### config.mk
export PLATFORM = sky130hd
export DESIGN_NAME = cpf_mul
export DESIGN_NICKNAME = d
export VERILOG_FILES = /design/src/rtl/cpf_pkg.sv /design/src/rtl/cpf_mul.sv
export SDC_FILE = /design/constraint.sdc
export NUM_CORES = 2
export LEC_CHECK = 0
export BUFFER_PORTS_ARGS = -buffer_cell sky130_fd_sc_hd__buf_2
export CAP_MARGIN = 20
export CORE_ASPECT_RATIO = 0.8
export CORE_MARGIN = 2
export CORE_UTILIZATION = 65
export DETAILED_ROUTE_END_ITERATION = 10
export PLACE_DENSITY = 0.79
export SLEW_MARGIN = 20
export SYNTH_ARGS = -nofsm -noshare
export SYNTH_HDL_FRONTEND = slang
export SYNTH_SLANG_ARGS = --single-unit
### constraint.sdc
create_clock -name clk -period 18.65 [get_ports clk]
set_input_delay 3.73 -clock clk [delete_from_list [all_inputs] [get_ports clk]]
set_output_delay 3.73 -clock clk [all_outputs]
set_load 0.005 [all_outputs]
### src/rtl/cpf_pkg.sv
// ----------------------------------------------------------------------------
// cpf_pkg
// Shared widths and command codes for the Cartesian PD force block.
// ----------------------------------------------------------------------------
package cpf_pkg;

	localparam int OPA_W  = 34;
	localparam int OPB_W  = 33;
	localparam int PROD_W = OPA_W + OPB_W;

	localparam logic [1:0] CMD_POSE   = 2'd0;
	localparam logic [1:0] CMD_VEL    = 2'd1;
	localparam logic [1:0] CMD_TARGET = 2'd2;
	localparam logic [1:0] CMD_TICK   = 2'd3;

	typedef logic signed [OPA_W-1:0]  opa_t;
	typedef logic signed [OPB_W-1:0]  opb_t;
	typedef logic signed [PROD_W-1:0] prod_t;

endpackage

### src/rtl/cpf_mul.sv
// ----------------------------------------------------------------------------
// cpf_mul
// Shared signed multiplier, product registered.
// ----------------------------------------------------------------------------
module cpf_mul (
	input  logic          clk,
	input  cpf_pkg::opa_t a,
	input  cpf_pkg::opb_t b,
	output cpf_pkg::prod_t p
);
	import cpf_pkg::*;

	always_ff @(posedge clk) begin
		p <= PROD_W'(a) * PROD_W'(b);
	end

endmodule
==> summary.md <==
| Metric | Value |
|---|---|
| Status | `finished, final reports clean` |
| Clock sink count | `67` |
| Synthesized Nets | `5861` |
| Max-slew violations | `0` |
| First-pass GRT wire length | `181000 µm` |
| Initial Util | `65.9%` |
| Chip width | `286 µm` |
| DR top layer | `met5` |
| DRT iter0 DRCs | `2830` |
| Wire per inst | `21.2 µm` |
| Vias in the first global route | `32.3k` |
| Area grow syn2layout | `3.28%` |
| Synth Instances | `4398` |
| Worst Tran Pin Value | `1.04 ns` |
| Mean Syn Cell Area | `9.39 µm²` |
| Cell Rows | `82` |
| Pre-antenna DRT Iters | `5` |
| CTS tree | `done` |
| DR vias | `29.4k` |
| Synth warn | `0` |
| Clock buffer depth | `2` |
| Max cap viols | `0` |
| Met2 WL | `46300 µm` |
| Hold depth | `2` |
| Worst EP required | `19.00 ns` |
| Top reg by flops | `p` |
| Async set-reset flop share out of synthesis | `0%` |
| CTS clk-pin slew, worst paths | `0.09 ns` |
| Startpoint Class | `primary input` |
| WS Path Type | `primary input to flip-flop` |
| Fmax | `0.0832 GHz` |
| Number of synthesized flops with an enable pin | `0` |
| Filler Cell Count | `4853` |
| Top_reg_cell synth | `dfxtp_1` |
| Final Critical Period | `12.02 ns` |
| RD Place Congestion | `0.935` |
| Ports | `135` |
| Synthesized area | `0.0413 mm²` |
| CORE AREA | `0.0627 mm²` |
| H-tree depth | `3` |
| Slew headroom | `30.7%` |
| TritonCTS Buffers | `9` |
| DP HPWL | `84100 µm` |
| Wire length on met3 | `15100 µm` |
| PostCTS Resize Cnt | `0` |
| Die height | `229 µm` |
| Post-CTS Setup Repair Bufs | `0` |
| Final wirelength | `110000 µm` |
| Root buffer cell | `clkbuf_16` |
| Hold buffers post-CTS | `0` |
| Arr. time, crit path | `12.37 ns` |
| ANT nets after route | `0` |
| GRT Resource Usage Total | `36.3%` |
| Synth Register Bits | `67` |
| Wl on met1 | `45100 µm` |
| Detailed-route vias per instance | `5.67` |
| Layout cells sized above 1 | `4.59%` |
| Largest registers | `p x67` |
| Initial antenna violation count | `3` |
| Crit share post-route | `64.5%` |
| Max FFs per register | `67` |
| Post-synthesis cell type count | `63` |
| Pin count of the biggest net entering global routing | `35` |
| Register area share after synthesis | `3.25%` |
| Total gr overflow | `0` |
| Critical-path maximum fanout | `33` |
| RSZ-0062 raised after global routing | `no` |
| Die area | `0.0656 mm²` |
| Input/output buffers | `134` |
| Hold Vio Cnt, Final | `0` |
| Crit end category | `flip-flop` |
| Setup tns final | `0 ns` |
| Hold WC Path Type | `primary input to flip-flop` |
| Nets | `5796` |
| Number of remaining DRC errors | `0` |
| Final count of negative-setup-slack endpoints | `0` |
Yosys cell counts, types with 3 or more instances:
| cell | n | area [µm²] |
|---|---|---|
| nand4_1 | 11 | 68.8 |
| buf_2 | 4 | 20.0 |
| xnor2_1 | 54 | 473 |
| nor3_1 | 11 | 55.1 |
| o21ai_0 | 30 | 150 |
| o21bai_1 | 13 | 97.6 |
| o21ai_1 | 5 | 25.0 |
| a211oi_1 | 8 | 60.1 |
| nor2b_1 | 10 | 62.6 |
| a21o_1 | 34 | 255 |
| and2_1 | 551 | 3450 |
| a31oi_1 | 10 | 62.6 |
| dfxtp_1 | 67 | 1340 |
| nor4_1 | 3 | 18.8 |
| nand2_1 | 578 | 2170 |
| and4_1 | 4 | 35.0 |
| clkbuf_1 | 228 | 856 |
| inv_1 | 1165 | 4370 |
| a21oi_1 | 62 | 310 |
| ha_1 | 219 | 2740 |
| and3_1 | 6 | 37.5 |
| nand2b_1 | 13 | 81.3 |
| nand3_1 | 8 | 40.0 |
| nor2_1 | 59 | 221 |
| xor2_1 | 17 | 149 |
| o21a_1 | 5 | 37.5 |
| fa_1 | 1176 | 23500 |
metrics by stage:
stage               cell area [µm²]  hold slack (ns)  util, %  std cells  setup slack (ns)
finish                        42600             3.97     68.0       5181              6.63
global route                  42600             3.97     68.0       5179              6.36
CTS                           42600             3.95     68.0       5178              6.69
detailed placement            42300             4.10     67.5       5162              6.28
global placement              42300             4.10     67.5       5162              6.46
floorplan                     41300             3.85        -       4398              7.41
routing by layer:
layer	vias to the layer above	track usage (%)
met5	-	0.441
li1	12300	-
met3	209	12.0
met1	15100	54.0
met2	1834	51.2
met4	2	10.4
logic make-up (layout without fill, tap and decap cells):
logic type / Yosys count / in the layout / synth area share (%)
buffers and inverters: 1398 / 1338 / 12.7
adder cells (fa/ha/maj): 1395 / 1395 / 63.6
AND/OR/NAND/NOR: 1260 / 1260 / 15.2
AO/OA/AOI/OAI: 204 / 204 / 3.57
XOR/XNOR: 71 / 71 / 1.51
flip-flops: 67 / 67 / 3.25
multiplexers: 3 / 3 / 0.0757
other: 0 / 3 / 0
cell usage in the layout, fill, tap and decap left out, types with 3 or more instances in the layout:
cell       netlist  final
a211oi_1         8      8
xnor2_1         54     54
diode_2          0      3
o21a_1           5      5
a21oi_1         62     62
dfxtp_1         67     67
a31oi_1         10     10
o21bai_1        13     13
nand3_1          8      8
o21ai_0         30     30
nand4_1         11     11
o21ai_1          5      5
inv_6            0      3
fa_1          1176   1174
buf_2            4    134
and3_1           6      6
nor2_1          59     59
inv_1         1165   1165
buf_4            0     22
and2_1         551    551
nand2_1        578    578
nor2b_1         10     10
a21o_1          34     34
ha_1           219    219
nor4_1           3      3
and4_1           4      4
nor3_1          11     11
xor2_1          17     17
clkbuf_16        0      9
nand2b_1        13     13
worst paths after layout:
check / end / start / slack [ns]
max: p[63]$_DFF_P_ / a[33] / 6.63
min: p[0]$_DFF_P_ / b[0] / 3.97
worst max-delay path, cell delays in order:
cell and delay, ns:
buf_2 0.59, nand2_1 0.20, inv_1 0.17, fa_1 0.52
fa_1 0.57, fa_2 0.83, inv_1 0.16, fa_1 0.60
fa_1 0.46, fa_1 0.57, fa_1 0.43, fa_1 0.49
inv_1 0.04, ha_1 0.37, and3_1 0.23, and2_1 0.17
and4_1 0.23, a2111oi_4 0.55, o31ai_2 0.18, a311oi_4 0.51
o32ai_1 0.20, or4_1 0.41, nand3_1 0.08
final cells by class:
class,instances,area (µm²),area share (%)
Antenna cell,3,7.51,0.0176
Clock buffer,9,225,0.528
Clock inverter,7,106,0.249
Inverter,1166,4380,10.3
Multi-Input combinational cell,2933,34700,81.4
Sequential cell,67,1340,3.14
Tap cell,840,1050,2.46
Timing Repair Buffer,156,836,1.96
Power is not shown: default switching activity piles up to over one toggle a cycle in this logic, so the estimate is an artifact.
